**src/sv/cspbq_pkg.sv**
```systemverilog
// ----------------------------------------------------------------------------
// cspbq_pkg
// Shared types and constants for the capsule set point and box query core.
// ----------------------------------------------------------------------------
package cspbq_pkg;

    localparam int COORD_W    = 24;
    localparam int RAD_W      = 23;
    localparam int CODE_W     = 16;
    localparam int CMD_W      = 3;
    localparam int CFG_IDX_W  = 2;
    localparam int CFG_DATA_W = 23;

    // wide exact arithmetic: product and operand widths of the shared multiplier
    localparam int WIDE_W = 168;
    localparam int MA_W   = 112;
    localparam int MB_W   = 84;
    localparam int NDIG   = MB_W / 4;

    // command codes
    localparam logic [CMD_W-1:0] CMD_CLEAR   = 3'd0;
    localparam logic [CMD_W-1:0] CMD_LOAD    = 3'd1;
    localparam logic [CMD_W-1:0] CMD_POINT   = 3'd2;
    localparam logic [CMD_W-1:0] CMD_TOUCH   = 3'd3;
    localparam logic [CMD_W-1:0] CMD_CONTAIN = 3'd4;

    // configuration register indexes
    localparam logic [CFG_IDX_W-1:0] CFG_WOOD_CODE = 2'd0;
    localparam logic [CFG_IDX_W-1:0] CFG_LEAF_CODE = 2'd1;
    localparam logic [CFG_IDX_W-1:0] CFG_AIR_CODE  = 2'd2;
    localparam logic [CFG_IDX_W-1:0] CFG_MIN_WOOD  = 2'd3;

    typedef enum logic [2:0] {
        K_CLEAR, K_LOAD, K_POINT, K_TOUCH, K_CONTAIN, K_NOP
    } kind_t;

    typedef logic signed [COORD_W-1:0] coord_t;
    typedef logic signed [COORD_W+2:0] ext_t;
    typedef logic        [RAD_W-1:0]   rad_t;
    typedef logic        [CODE_W-1:0]  code_t;
    typedef logic signed [WIDE_W-1:0]  wide_t;

    typedef struct packed {
        kind_t  kind;
        coord_t fx;
        coord_t fy;
        coord_t fz;
        coord_t sx;
        coord_t sy;
        coord_t sz;
        rad_t   radius;
        logic   leaf;
    } item_t;

    typedef struct packed {
        coord_t ax;
        coord_t ay;
        coord_t az;
        coord_t bx;
        coord_t by;
        coord_t bz;
        rad_t   radius;
        logic   leaf;
    } prim_t;

    typedef struct packed {
        code_t wood_code;
        code_t leaf_code;
        code_t air_code;
        rad_t  min_wood_radius;
    } cfg_t;

endpackage

```
**src/sv/cspbq_front.sv**
```systemverilog
// ----------------------------------------------------------------------------
// cspbq_front
// Accepts input beats, decodes the command and prepares load radius.
// ----------------------------------------------------------------------------
module cspbq_front import cspbq_pkg::*; (
    input  logic               s_valid,
    output logic               s_ready,
    input  logic [CMD_W-1:0]   s_cmd,
    input  coord_t             s_first_x,
    input  coord_t             s_first_y,
    input  coord_t             s_first_z,
    input  coord_t             s_second_x,
    input  coord_t             s_second_y,
    input  coord_t             s_second_z,
    input  rad_t               s_prim_radius,
    input  logic               s_is_leaf,
    input  cfg_t               cfg,
    input  logic               q_full,
    output logic               q_push,
    output item_t              q_item
);

    assign s_ready = !q_full;
    assign q_push  = s_valid && !q_full;

    // command decode and wood radius floor
    always_comb begin
        unique case (s_cmd)
            CMD_CLEAR:   q_item.kind = K_CLEAR;
            CMD_LOAD:    q_item.kind = K_LOAD;
            CMD_POINT:   q_item.kind = K_POINT;
            CMD_TOUCH:   q_item.kind = K_TOUCH;
            CMD_CONTAIN: q_item.kind = K_CONTAIN;
            default:     q_item.kind = K_NOP;
        endcase
        q_item.fx   = s_first_x;
        q_item.fy   = s_first_y;
        q_item.fz   = s_first_z;
        q_item.sx   = s_second_x;
        q_item.sy   = s_second_y;
        q_item.sz   = s_second_z;
        q_item.leaf = s_is_leaf;
        if (!s_is_leaf && (s_prim_radius < cfg.min_wood_radius)) begin
            q_item.radius = cfg.min_wood_radius;
        end else begin
            q_item.radius = s_prim_radius;
        end
    end

endmodule

```
**config.mk**
```make
export PLATFORM = sky130hd
export DESIGN_NAME = cspbq_front
export DESIGN_NICKNAME = d
export VERILOG_FILES = /design/src/sv/cspbq_pkg.sv /design/src/sv/cspbq_front.sv
export SDC_FILE = /design/constraint.sdc
export NUM_CORES = 1
export LEC_CHECK = 0
export ABC_AREA = 1
export BUFFER_PORTS_ARGS = -buffer_cell sky130_fd_sc_hd__buf_2
export CAP_MARGIN = 10
export CORE_AREA = 2 2 160 162
export DETAILED_ROUTE_END_ITERATION = 12
export DIE_AREA = 0 0 162 164
export PLACE_DENSITY_LB_ADDON = 0.3
export SKIP_LAST_GASP = 1
export SYNTH_ARGS = -nofsm -noshare
export SYNTH_HDL_FRONTEND = slang
export SYNTH_SLANG_ARGS = --single-unit
```
**constraint.sdc**
```tcl
create_clock -name vclk -period 2
set_input_delay 0.2 -clock vclk [all_inputs]
set_output_delay 0.2 -clock vclk [all_outputs]
set_load 0.01 [all_outputs]
```
; ---- After elaboration in Yosys (flattened, before gate mapping)
; Index checks and enable logic that the tools add are counted.
[totals]
out_inout_bits = 173
memories = 0
rom_bits = 0
ff_bits = 0
latch_bits = 0
ramBits = 0
inputBits = 244
[classes]
n_eq_ne = 4
shift = 0
add_sub_neg = 0
mux = 2
order_cmp = 1
multipliers = 0
n_bitwise = 0
div = 0
reduce_logical = 5
[op_table]
columns = op, n
row1 = $lt A23 B23 Y1, 1
row2 = $mux W23, 1
row3 = $pmux W3 S5, 1
row4 = $eq A3 B2 Y1 const B, 2
row5 = $eq A3 B1 Y1 const B, 1
row6 = $eq A3 B3 Y1 const B, 1
row7 = $logic_not A3 Y1, 1
row8 = $logic_and A1 B1 Y1, 2
row9 = $logic_not A1 Y1, 2

; ---- Depth between registers and ports, before layout
[depth]
ltp_word = 3
mapped_depth = 13
depth_no_buf = 12

; ---- Worst setup path before layout
; Ideal clock, no wire load.
[synth_path]
path_type = in2out
start = input port cfg[22] in the netlist's numbering
end = output port q_item[10] in the netlist's numbering
stages = 11
required_time_ns = 1.800
arrival_ns = 1.369
setup_slack_ns = 0.431
cell_sequence = inv_1 -> ha_1 -> nand2_2 -> inv_1 -> nand2_1 -> nand2_1 -> a21oi_2 -> nand3_2 -> buf_6 -> nand2_1 -> nand2_1
[synth_rtl]
columns = item, line
row1 = start: declaration, cspbq_front.sv:17  ; input cfg_t cfg,
row2 = end: declaration, cspbq_front.sv:20  ; output item_t q_item

==> metrics.json <==
{
  "critical_path.endpoint_type": "output pin",
  "first_iter_violations": 27,
  "layout.cells.most_common": "sky130_fd_sc_hd__buf_2",
  "drt-vias-per-instance": 2.82,
  "register_area_um2": 0,
  "die-area_um2": 26600,
  "initial_antenna_violation_count": 0,
  "fmaxAchievable_ghz": 0.531,
  "synth-warning-count": 0,
  "floorplan.die.height_um": 164,
  "portBuffers": 81,
  "floorplan.io_pins": 417,
  "timing.critical_path.slowest_stage_cell": "sky130_fd_sc_hd__a21oi_4",
  "final_cycle_share": 0.942,
  "synth.avg_cell_area_um2": 6.24,
  "hp-class": "input port to output pin",
  "numSequentialCells": 0,
  "startpoint_class": "input port",
  "wire_length_of_the_first_global_routing_pass_um": 10400,
  "cts_hold_buffers": 0,
  "critical_path.cell_chain": "buf_2, inv_1, ha_4, nand2_2, nor2_4, buf_4, a21oi_4, nand3_4, buf_12, nand2_1, nand2_1, buf_2",
  "tightestPinTransition_ns": 0.217,
  "totalPowerFinal_mw": 0.519,
  "floorplan.initialDensity": 0.0865,
  "period_needed_ns": 1.88,
  "postSynthNetCount": 610,
  "dr_total_vias": 1751,
  "crit_arrival_ns": 1.68,
  "synth_seq_area_share": 0,
  "layout.filler_cells": 2977,
  "synth_simple_gate_area_frac": 0.247,
  "place.detailed.hpwl_um": 6730,
  "vdd.ir_drop.worst_mv": 0.0652,
  "drt.antenna.violating_nets": 0,
  "vias_in_the_first_global_route": 1723,
  "average_wire_length_per_cell_after_detail_routing_um": 13.1,
  "synth_compound_gate_area_share": 0.0227,
  "post_route_cells_drive_above_1_share": 0.527,
  "path_max_fanout": 7,
  "synth_mux_area_frac": 0,
  "grt_start_max_net_pins": 14,
  "grt_overflow": 0,
  "outcome": "finished, final reports clean",
  "final_critical_path_setup_slack_ns": 0.116,
  "drt_pass1_iterations": 4,
  "fin_max_slew_vios": 0,
  "critical_path.max_stage_delay_ns": 0.21,
  "fin_tns_setup_ns": 0,
  "most_frequent_cells_in_the_layout": "sky130_fd_sc_hd__buf_2, sky130_fd_sc_hd__nand2_1, sky130_fd_sc_hd__inv_1",
  "areaGrowthSynthToFinish_pct": 11.8,
  "rows": 58,
  "max_cap_violations": 0,
  "worstSetupPathType": "input port to output pin",
  "post_synth_xor_area_fraction": 0,
  "worstPathBufferInverterCount": 5,
  "multi_input_comb_area_um2": 1160,
  "final_hold_viol_count": 0,
  "setup_viol": 0,
  "final.clkbuf_count": 0,
  "design.core.area_um2": 24800,
  "max_slew_margin": 0.855,
  "synth_top_family_by_area": "buffers and inverters",
  "place.gp.congestion": 0.640,
  "yosysUniqueCellTypes": 16,
  "final_nets": 560,
  "crit_required_ns": 1.80,
  "netlist_area_um2": 2150,
  "number_of_antenna_cells_inserted": 0,
  "syn-instance-count": 344,
  "dieWidth_um": 162,
  "routed_wire_length_um": 8130,
  "post-place-ws_ns": -0.155,
  "synth_adder_area_share": 0.128,
  "grt_usage": 0.0537,
  "drc": 0,
  "leakage_nw": 1.23,
  "critical_path.top_delay_family": "buffers and inverters",
  "power_per_cell_area_nw_per_um2": 216
}
[cell families after synthesis]
kind of cell / Yosys count
adders and majority gates: 22
buffers and inverters: 193
and+or+nand+nor: 121
AOI/OAI and AO/OA: 8
[cell usage after synthesis]
cell type | instances | share of area
sky130_fd_sc_hd__a21o_1 | 2 | 0.0070
sky130_fd_sc_hd__a21oi_1 | 5 | 0.012
sky130_fd_sc_hd__a21oi_2 | 1 | 0.0041
sky130_fd_sc_hd__buf_2 | 6 | 0.014
sky130_fd_sc_hd__buf_4 | 145 | 0.51
sky130_fd_sc_hd__buf_6 | 2 | 0.010
sky130_fd_sc_hd__clkbuf_1 | 1 | 0.0017
sky130_fd_sc_hd__clkinv_1 | 1 | 0.0017
sky130_fd_sc_hd__ha_1 | 22 | 0.13
sky130_fd_sc_hd__inv_1 | 38 | 0.066
sky130_fd_sc_hd__nand2_1 | 85 | 0.15
sky130_fd_sc_hd__nand2_2 | 2 | 0.0058
sky130_fd_sc_hd__nand3_2 | 1 | 0.0047
sky130_fd_sc_hd__nand4_1 | 23 | 0.067
sky130_fd_sc_hd__nor2_1 | 9 | 0.016
sky130_fd_sc_hd__nor2_4 | 1 | 0.0052
[metal layers]
metal  GRT usage  routed length (um)  vias to the layer above
met1      0.0537                2790                      713
met4      0.0463                 726                        0
li1            -                   -                      818
met5           0                   0                        -
met3      0.0197                 878                       66
met2      0.0888                3730                      154
[what timing repair did]
action / 4_1_cts / 5_1_grt
hold endpoints to repair: 0 / 0
setup buffers: 1 / 5
gates resized for setup: 12 / 55
pin swaps: 2 / 19
gates cloned: 0 / 1
setup endpoints to repair: 23 / 23
[cell type report]
class | count | share of cell area
multi-input cells | 151 | 0.484
repair buffers | 102 | 0.283
well taps | 330 | 0.172
inverters | 39 | 0.0610
[worst paths after layout]
| kind | start | to | cells past startpoint |
|---|---|---|---|
| worst max-delay path | cfg[19] | q_item[18] | 12 |
| worst min-delay path | s_first_z[5] | q_item[101] | 0 |
[power by group]
part / total, mW / internal, mW / switching, mW
clock: 0 / 0 / 0
sequential: 0 / 0 / 0
combinational: 0.519 / 0.242 / 0.276
[metrics by stage]
| stage | instances | cell area [um^2] | utilization | hold slack [ns] |
|---|---|---|---|---|
| final | 622 | 2400 | 0.0966 | 0.400 |
| after global routing | 622 | 2400 | 0.0966 | 0.400 |
| after CTS | 617 | 2050 | 0.0826 | 0.400 |
| after detailed placement | 616 | 1980 | 0.0799 | 0.400 |
| after global placement | 616 | 1980 | 0.0799 | 0.400 |
| after floorplan | 344 | 2150 | - | 0.444 |
No activity file was read; power rests on OpenSTA's default activity.
