`src/sv/cspbq_pkg.sv`:
```
// ----------------------------------------------------------------------------
// cspbq_pkg
// Shared types and constants for the capsule set point and box query core.
// ----------------------------------------------------------------------------
package cspbq_pkg;

    localparam int COORD_W    = 24;
    localparam int RAD_W      = 23;
    localparam int CODE_W     = 16;
    localparam int CMD_W      = 3;
    localparam int CFG_IDX_W  = 2;
    localparam int CFG_DATA_W = 23;

    // wide exact arithmetic: product and operand widths of the shared multiplier
    localparam int WIDE_W = 168;
    localparam int MA_W   = 112;
    localparam int MB_W   = 84;
    localparam int NDIG   = MB_W / 4;

    // command codes
    localparam logic [CMD_W-1:0] CMD_CLEAR   = 3'd0;
    localparam logic [CMD_W-1:0] CMD_LOAD    = 3'd1;
    localparam logic [CMD_W-1:0] CMD_POINT   = 3'd2;
    localparam logic [CMD_W-1:0] CMD_TOUCH   = 3'd3;
    localparam logic [CMD_W-1:0] CMD_CONTAIN = 3'd4;

    // configuration register indexes
    localparam logic [CFG_IDX_W-1:0] CFG_WOOD_CODE = 2'd0;
    localparam logic [CFG_IDX_W-1:0] CFG_LEAF_CODE = 2'd1;
    localparam logic [CFG_IDX_W-1:0] CFG_AIR_CODE  = 2'd2;
    localparam logic [CFG_IDX_W-1:0] CFG_MIN_WOOD  = 2'd3;

    typedef enum logic [2:0] {
        K_CLEAR, K_LOAD, K_POINT, K_TOUCH, K_CONTAIN, K_NOP
    } kind_t;

    typedef logic signed [COORD_W-1:0] coord_t;
    typedef logic signed [COORD_W+2:0] ext_t;
    typedef logic        [RAD_W-1:0]   rad_t;
    typedef logic        [CODE_W-1:0]  code_t;
    typedef logic signed [WIDE_W-1:0]  wide_t;

    typedef struct packed {
        kind_t  kind;
        coord_t fx;
        coord_t fy;
        coord_t fz;
        coord_t sx;
        coord_t sy;
        coord_t sz;
        rad_t   radius;
        logic   leaf;
    } item_t;

    typedef struct packed {
        coord_t ax;
        coord_t ay;
        coord_t az;
        coord_t bx;
        coord_t by;
        coord_t bz;
        rad_t   radius;
        logic   leaf;
    } prim_t;

    typedef struct packed {
        code_t wood_code;
        code_t leaf_code;
        code_t air_code;
        rad_t  min_wood_radius;
    } cfg_t;

endpackage

```
`src/sv/cspbq_queue.sv`:
```
// ----------------------------------------------------------------------------
// cspbq_queue
// Two-entry queue between the front and the engine.
// ----------------------------------------------------------------------------
module cspbq_queue import cspbq_pkg::*; (
    input  logic  aclk,
    input  logic  aresetn,
    input  logic  push,
    input  item_t push_item,
    output logic  full,
    input  logic  pop,
    output logic  head_valid,
    output item_t head_item
);

    item_t      entries_reg [2];
    logic       wr_ptr_reg;
    logic       rd_ptr_reg;
    logic [1:0] level_reg;

    assign full       = (level_reg == 2'd2);
    assign head_valid = (level_reg != 2'd0);
    assign head_item  = entries_reg[rd_ptr_reg];

    // pointers and fill level
    always_ff @(posedge aclk) begin
        if (!aresetn) begin
            wr_ptr_reg <= 1'b0;
            rd_ptr_reg <= 1'b0;
            level_reg  <= 2'd0;
        end else begin
            if (push) begin
                wr_ptr_reg <= !wr_ptr_reg;
            end
            if (pop) begin
                rd_ptr_reg <= !rd_ptr_reg;
            end
            if (push && !pop) begin
                level_reg <= level_reg + 2'd1;
            end else if (pop && !push) begin
                level_reg <= level_reg - 2'd1;
            end
        end
    end

    // entry storage
    always_ff @(posedge aclk) begin
        if (push) begin
            entries_reg[wr_ptr_reg] <= push_item;
        end
    end

endmodule

```
`config.mk`:
```
export PLATFORM = sky130hd
export DESIGN_NAME = cspbq_queue
export DESIGN_NICKNAME = d
export VERILOG_FILES = /design/src/sv/cspbq_pkg.sv /design/src/sv/cspbq_queue.sv
export SDC_FILE = /design/constraint.sdc
export NUM_CORES = 1
export LEC_CHECK = 0
export ABC_AREA = 1
export BUFFER_PORTS_ARGS = -buffer_cell sky130_fd_sc_hd__buf_4
export CAP_MARGIN = 5
export CORE_ASPECT_RATIO = 2
export CORE_UTILIZATION = 40
export CTS_BUF_LIST = sky130_fd_sc_hd__clkbuf_4 sky130_fd_sc_hd__clkbuf_8
export CTS_CLUSTER_DIAMETER = 60
export DETAILED_ROUTE_END_ITERATION = 7
export PLACE_DENSITY = 0.7
export SLEW_MARGIN = 20
export SYNTH_ARGS = -nofsm -noshare
export SYNTH_HDL_FRONTEND = slang
export SYNTH_SLANG_ARGS = --single-unit
```
`constraint.sdc`:
```
create_clock -name aclk -period 18.56 [get_ports aclk]
set_input_delay 3.712 -clock aclk [delete_from_list [all_inputs] [get_ports aclk]]
set_output_delay 3.712 -clock aclk [all_outputs]
set_load 0.05 [all_outputs]
```
# ---- Yosys cells after proc, flatten, opt, wreduce, memory -nomap -nowiden
# Memory sizes are Yosys's and may differ from the RTL's. A register that Yosys moved wholly into a read port is not among the register bits.
# Index checks and enable logic that the tools add are counted.
dict set report word_totals {
  ff_bits 4
  ramBits 342
  inputBits 175
  wordCells 21
  n_memories 1
}
# name depth word_bits rd rd_ports_with_merged_regs wr line
set mem_list {}
lappend mem_list {entries_reg 2 171 1 1 1 cspbq_queue.sv:16} ;# item_t entries_reg [2];
dict set report classes {
  add_sub_neg 2
  eq_ne 1
  mux 6
  n_reduce_logical 8
}
# operator n
set ops {}
lappend ops {{logical NOT 1 bit} 4}
lappend ops {{two-way mux 1 bit} 4}
lappend ops {{two-way mux 2 bit} 2}
lappend ops {{nonzero test 2 bit} 2}
lappend ops {{adder 2 x 1 -> 2 bit (second input constant)} 1}
lappend ops {{equality test 2 bit (second input constant)} 1}
lappend ops {{logical AND 1 bit} 2}
lappend ops {{subtractor 2 x 1 -> 2 bit (second input constant)} 1}

# ---- Longest topological paths before layout
# Gate-level depths: netlist (run 1).
dict set report logic_depth {
  ltp_word 4
  ltp_mapped 8
  ltp_nobuf 8
}

# ---- Worst setup path before layout (run 1)
# No wires, ideal clock.
dict set report synth_path {
  kind {input to register}
  startpoint {input port push}
  endpoint {memory entries_reg[0][0] (netlist name), enable pin}
  arrival_time_ns 10.900
  slack_ns 6.951
  cell_stages 2
  n_path_buf 0
  cell_sequence {inv_1 > nor2_1}
}
dict set report synth_via {
  elab_chain_cells 2
}
# element line
set synth_rtl {}
lappend synth_rtl {{start, declared} cspbq_queue.sv:8} ;# input logic push,
lappend synth_rtl {{two-way mux 1 bit} cspbq_queue.sv:48} ;# if (push) begin
lappend synth_rtl {{two-way mux 1 bit (implied by the code)} cspbq_queue.sv:49} ;# entries_reg[wr_ptr_reg] <= push_item;
lappend synth_rtl {{end, declared} cspbq_queue.sv:16}
# No other way between the ends.

==> results.py, run 1 <==
metrics = {
    "placed_design": {
        "place_congestion": 0.803,
        "dp.final_hpwl_mm": 20.1,
        "place.detailed.instances": 1322,
        "io_buffer_count": 347,
    },
    "logic_synthesis": {
        "synthesized_instance_count": 567,
        "synth-seq-cells": 347,
        "synth.largest_area_cell": "edfxtp_1",
        "netlist-cell-type-count": 14,
        "synthTopCellsByArea": "edfxtp_1, mux2_4, mux2_2, buf_6, dfxtp_1",
        "syn_area_cell_sq_um": 22.8,
        "synth_warnings": 0,
        "synth.yosys.seq_area_share": 0.802,
        "synth_top_area_frac": 0.795,
        "mappedNetlistNets": 743,
        "mappedNetlistArea_sq_um": 12900,
    },
    "clock_network": {
        "clock_tree.root_cell": "clkbuf_8",
        "postCtsHoldBufs": 0,
        "cts-root-to-sink-buffers": 3,
        "post_cts_resized": 0,
        "clk_pin_slew_worst_paths_ps": 70,
        "latest_clock_arrival_within_the_worst_skew_pair_ps": 560,
        "ctsHtreeMaxLevel": 2,
        "clock_tree_from_tritoncts": "done",
        "number_of_buffers_created_by_cts": 47,
        "cts.sink_count": 347,
        "post-cts-setup-buffer-count": 0,
    },
    "grt": {
        "grt_pass1_wl_mm": 41.4,
        "first_global_vias": 7276,
        "grt_start_max_net_pins": 172,
        "global_route.overflow_total": 0,
        "grt_antenna_before_repair": 9,
        "grt.total_usage": 0.175,
    },
    "cells_and_area": {
        "layout.cells.most_common": "buf_4",
        "finish.cell_count_without_fillers": 1417,
        "area_growth_pct": 31.0,
        "most-common-layout-cells": "buf_4, edfxtp_1, mux2_4, mux2_2, clkbuf_8",
        "drive_gt1_frac": 0.606,
        "finalCoreUtilization": 0.535,
        "design.final.nets": 1124,
        "flip_flop_count_of_the_largest_register_all_copies_and_words_added": 342,
    },
    "setup_path": {
        "criticalPathCategory": "reg -> out",
        "critical_path.top_delay_family": "buffers and inverters",
        "critical_path.max_fanout": 66,
        "path_cells": "buf_4 > buf_4 > mux2_4 > buf_4",
        "crit_arrival_ps": 3910,
        "crit_path_frequent_cell": "buf_4",
        "cp-end-kind": "output port",
        "number_of_buffers_and_inverters_on_the_critical_path": 3,
        "timing.critical_path.required_ps": 14850,
        "start_kind": "register",
        "slowest_delay_ps": 930,
        "cp_slowest_cell": "dfxtp_4",
    },
    "pwr": {
        "internal_power_w": 0.00133,
        "vdd.ir_drop.worst_mv": 0.0785,
        "netSwitchingPower_w": 0.000476,
        "p_clk_frac": 0.322,
        "power.leakage_nw": 6.52,
        "proportion_of_total_power_due_to_net_switching": 0.263,
        "cellPowerDensity_nw_per_um2": 107,
        "share_seq_of_total_power": 0.512,
        "combPwrFrac": 0.167,
    },
    "sta": {
        "worstMarginPinSlew_ps": 1050,
        "slew-limit-headroom": 0.300,
        "holdWs_ps": 510,
        "rsz0062_at_grt": "false",
        "fin_worst_skew_ps": 8.91,
        "fmaxAchievable_mhz": 131,
        "finalCritPeriodShare": 0.411,
        "fin_tns_setup_ps": 0,
        "finalHoldViolations": 0,
        "setup_viol_count_final": 0,
        "final_max_slew_viol_count": 0,
        "finalWorstPathRequiredPeriod_ps": 7620,
    },
    "routing": {
        "drc": 0,
        "drt-initial-drc-count": 234,
        "via_per_inst": 4.67,
        "routed_wire_length_per_instance_microns": 20.4,
        "finalWirelength_mm": 28.9,
        "dr_total_vias": 6614,
        "dr_pass1_iterations": 4,
        "ant_nets": 0,
    },
    "floorplan": {
        "effective_utilization_at_floorplan": 0.408,
        "core_area_sq_um": 31700,
        "io-pin-count": 348,
        "num_rows": 92,
        "die_h_microns": 256,
        "fp.dieW_microns": 129,
        "die_area_sq_um": 33100,
    },
    "hold_path": {
        "timing.hold.worst.class": "reg -> reg",
    },
    "flow_run": {
        "max-cap-violations": 0,
    },
    "outcome": {
        "status": "completed",
    },
}
## final cells by class
| cell class | instances | area (sq um) |
|---|---|---|
| Timing Repair Buffer | 351 | 2650 |
| Clock inverter | 26 | 194 |
| Clock buffer | 60 | 757 |
| Tap cell | 423 | 529 |
| Antenna cell | 9 | 22.5 |
| Fill cell | 2521 | 14700 |
| Multi-Input combinational cell | 193 | 2370 |
| Inverter | 8 | 35.0 |
| Sequential cell | 347 | 10400 |
## final timing paths
kind,startpoint,to,slack (ps),cells past startpoint
max reg2reg,wr_ptr_reg,entries_reg[1][92],15990,3
min reg2reg,rd_ptr_reg,rd_ptr_reg,510,2
max,register,head_item[97],10940,4
min,rd_ptr_reg,rd_ptr_reg,510,2
## kinds of logic (layout without fill, tap and decap cells)
logic type,after synthesis,count (layout),share of synthesized area
AOI/OAI and AO/OA,2,2,0.000774
other,0,9,0
DFF,347,347,0.802
buffers and inverters,27,445,0.0150
muxes,171,171,0.175
and+or+nand+nor,19,19,0.00581
adders and majority gates,1,1,0.000968
## layer usage
layer / global-route usage / wire length, microns
met1: 0.141 / 8020
met2: 0.343 / 17100
met3: 0.0428 / 1750
met4: 0.129 / 1960
met5: 0 / 0
## through the flow
stage	area (sq um)	setup slack [ps]	power [W]
detailed placement	16000	11450	0.00124
CTS	16900	10820	0.00183
floorplan	12900	6950	0.00115
global placement	16000	11490	0.00124
finish	16900	10940	0.00181
global route	16900	10660	0.00187
## power groups by stage
stage | registers [W] | logic, W | clock network, W
3_3_place_gp | 0.000940 | 0.000300 | 0
6_report | 0.000924 | 0.000301 | 0.000581
2_1_floorplan | 0.000940 | 0.000208 | 0
3_5_place_dp | 0.000942 | 0.000303 | 0
4_1_cts | 0.000925 | 0.000304 | 0.000601
5_1_grt | 0.000927 | 0.000313 | 0.000628
## cells in the mapped netlist (all sizes together)
master,number
ha,1
a21oi,1
edfxtp,342
nor2,8
buf,19
nand4,1
nand3,1
nand2,9
inv,8
o21ai,1
mux2,171
dfxtp,5
## worst min-delay path, cell delays in order, from the launching register on
cell and delay [ps]:
dfxtp_1 330, nor2_1 60, nor2_1 80
Note: power is estimated with default switching activity, not from simulation.
==> run 2, diff against run 1 <==
==> constraint.sdc (replaced) <==
create_clock -name aclk -period 7.9 [get_ports aclk]
set_input_delay 1.58 -clock aclk [delete_from_list [all_inputs] [get_ports aclk]]
set_output_delay 1.58 -clock aclk [all_outputs]
set_load 0.05 [all_outputs]
==> run 2 against run 1 <==
- sequential power increased by 130%
- register-to-register slack got worse by 11000 ps
- power increased by 140%
- clock skew increased by 6.4 ps
- global-route usage decreased by 0.90 points
- final area about the same
==> results.py, run 2 (synthesis gave the netlist of run 1 again) <==
metrics = {
    "floorplan": {
        "core_area_sq_um": 31700,
        "die_h_microns": 256,
        "num_rows": 92,
        "io-pin-count": 348,
        "fp.dieW_microns": 129,
        "effective_utilization_at_floorplan": 0.408,
        "die_area_sq_um": 33100,
    },
    "grt": {
        "grt_start_max_net_pins": 106,
        "first_global_vias": 7008,
        "grt.total_usage": 0.166,
        "grt_pass1_wl_mm": 39.9,
        "grt_antenna_before_repair": 4,
        "global_route.overflow_total": 0,
    },
    "cells_and_area": {
        "most-common-layout-cells": "buf_4, edfxtp_1, mux2_4, mux2_2, clkbuf_8",
        "final_design_area_no_fill_sq_um": 16900,
        "flip_flop_count_of_the_largest_register_all_copies_and_words_added": 342,
        "area_growth_pct": 31.0,
        "layout.cells.most_common": "buf_4",
        "finalCoreUtilization": 0.535,
        "drive_gt1_frac": 0.607,
        "layout.filler_cells": 2568,
        "design.final.nets": 1128,
    },
    "sta": {
        "setup_viol_count_final": 0,
        "finalWorstPathRequiredPeriod_ps": 4700,
        "finalCritPeriodShare": 0.595,
        "fin_worst_skew_ps": 15.3,
        "final_max_slew_viol_count": 0,
        "fin_tns_setup_ps": 0,
        "rsz0062_at_grt": "false",
        "fmaxAchievable_mhz": 213,
        "final_critical_path_setup_slack_ps": 3200,
        "finalHoldViolations": 0,
        "slew-limit-headroom": 0.290,
        "holdWs_ps": 505,
        "worstMarginPinSlew_ps": 1060,
    },
    "setup_path": {
        "number_of_buffers_and_inverters_on_the_critical_path": 3,
        "r2r_start": "wr_ptr_reg",
        "start_kind": "register",
        "critical_path.top_delay_family": "buffers and inverters",
        "slowest_delay_ps": 730,
        "critical_path.max_fanout": 53,
        "worst_r2r_path_depth": 3,
        "cp.depth": 4,
        "crit_path_frequent_cell": "buf_4",
        "timing.critical_path.required_ps": 6320,
        "path_cells": "buf_4 > buf_4 > mux2_2 > buf_4",
        "criticalPathCategory": "reg -> out",
        "crit_arrival_ps": 3120,
        "cp-end-kind": "output port",
        "cp_slowest_cell": "buf_4",
    },
    "clock_network": {
        "number_of_buffers_created_by_cts": 48,
        "cts-root-to-sink-buffers": 3,
        "ctsHtreeMaxLevel": 2,
        "postCtsHoldBufs": 0,
        "clock_tree_from_tritoncts": "done",
        "latest_clock_arrival_within_the_worst_skew_pair_ps": 560,
        "clock_tree.root_cell": "clkbuf_8",
        "clk_pin_slew_worst_paths_ps": 70,
        "post_cts_resized": 0,
        "post-cts-setup-buffer-count": 0,
        "cts.sink_count": 347,
    },
    "pwr": {
        "cellPowerDensity_nw_per_um2": 251,
        "vdd.ir_drop.worst_mv": 0.166,
        "power.leakage_nw": 6.53,
    },
    "routing": {
        "dr_pass1_iterations": 4,
        "drc": 0,
        "finalWirelength_mm": 27.4,
        "ant_nets": 0,
        "dr_total_vias": 6560,
        "drt-initial-drc-count": 264,
        "via_per_inst": 4.63,
        "routed_wire_length_per_instance_microns": 19.4,
    },
    "flow_run": {
        "max-cap-violations": 0,
    },
    "placed_design": {
        "place_congestion": 0.744,
        "placed_area_sq_um": 16000,
        "preCtsSetupSlack_ps": 3740,
        "dp.final_hpwl_mm": 18.8,
        "io_buffer_count": 347,
    },
    "outcome": {
        "status": "completed",
    },
    "hold_path": {
        "hold_path_depth": 2,
        "timing.hold.worst.class": "reg -> reg",
        "hp-start": "rd_ptr_reg",
    },
}
-- run 2: layout make-up --
cell class,count,area [sq um],share of cell area
antenna,4,10.0,0.000591
multi-input combinational,193,2370,0.140
inverter,8,35.0,0.00207
tap,423,529,0.0313
timing repair buffer,354,2660,0.157
clock buffer,61,764,0.0452
clock inverter,26,193,0.0114
sequential,347,10400,0.613
-- run 2: path summary, 6_finish.rpt --
check                  endpoint  slack, ps
max               head_item[15]       3200
min                  rd_ptr_reg        500
max reg2reg  entries_reg[1][39]       5280
min reg2reg          rd_ptr_reg        500
-- run 2: layer usage --
metal	up-vias	GRT usage	routed length [microns]
li1	3015	-	-
met1	3212	0.145	8370
met2	259	0.321	15800
met3	74	0.0428	1750
met4	0	0.103	1460
met5	-	0	0
-- run 2: power by group --
group	internal, W	switching, W
sequential	0.00213	0.0000252
combinational	0.000262	0.000454
clock	0.000734	0.000645
-- run 2: per-stage QoR --
step / instances / total power, W
2_1_floorplan: 567 / 0.00269
3_3_place_gp: 1325 / 0.00291
3_5_place_dp: 1325 / 0.00292
4_1_cts: 1412 / 0.00431
5_1_grt: 1416 / 0.00440
6_report: 1416 / 0.00425
-- run 2: worst register-to-register path, stage by stage (launching register included) --
cell	delay, ps
dfxtp_1	400
nand2_1	150
inv_6	700
buf_4	960
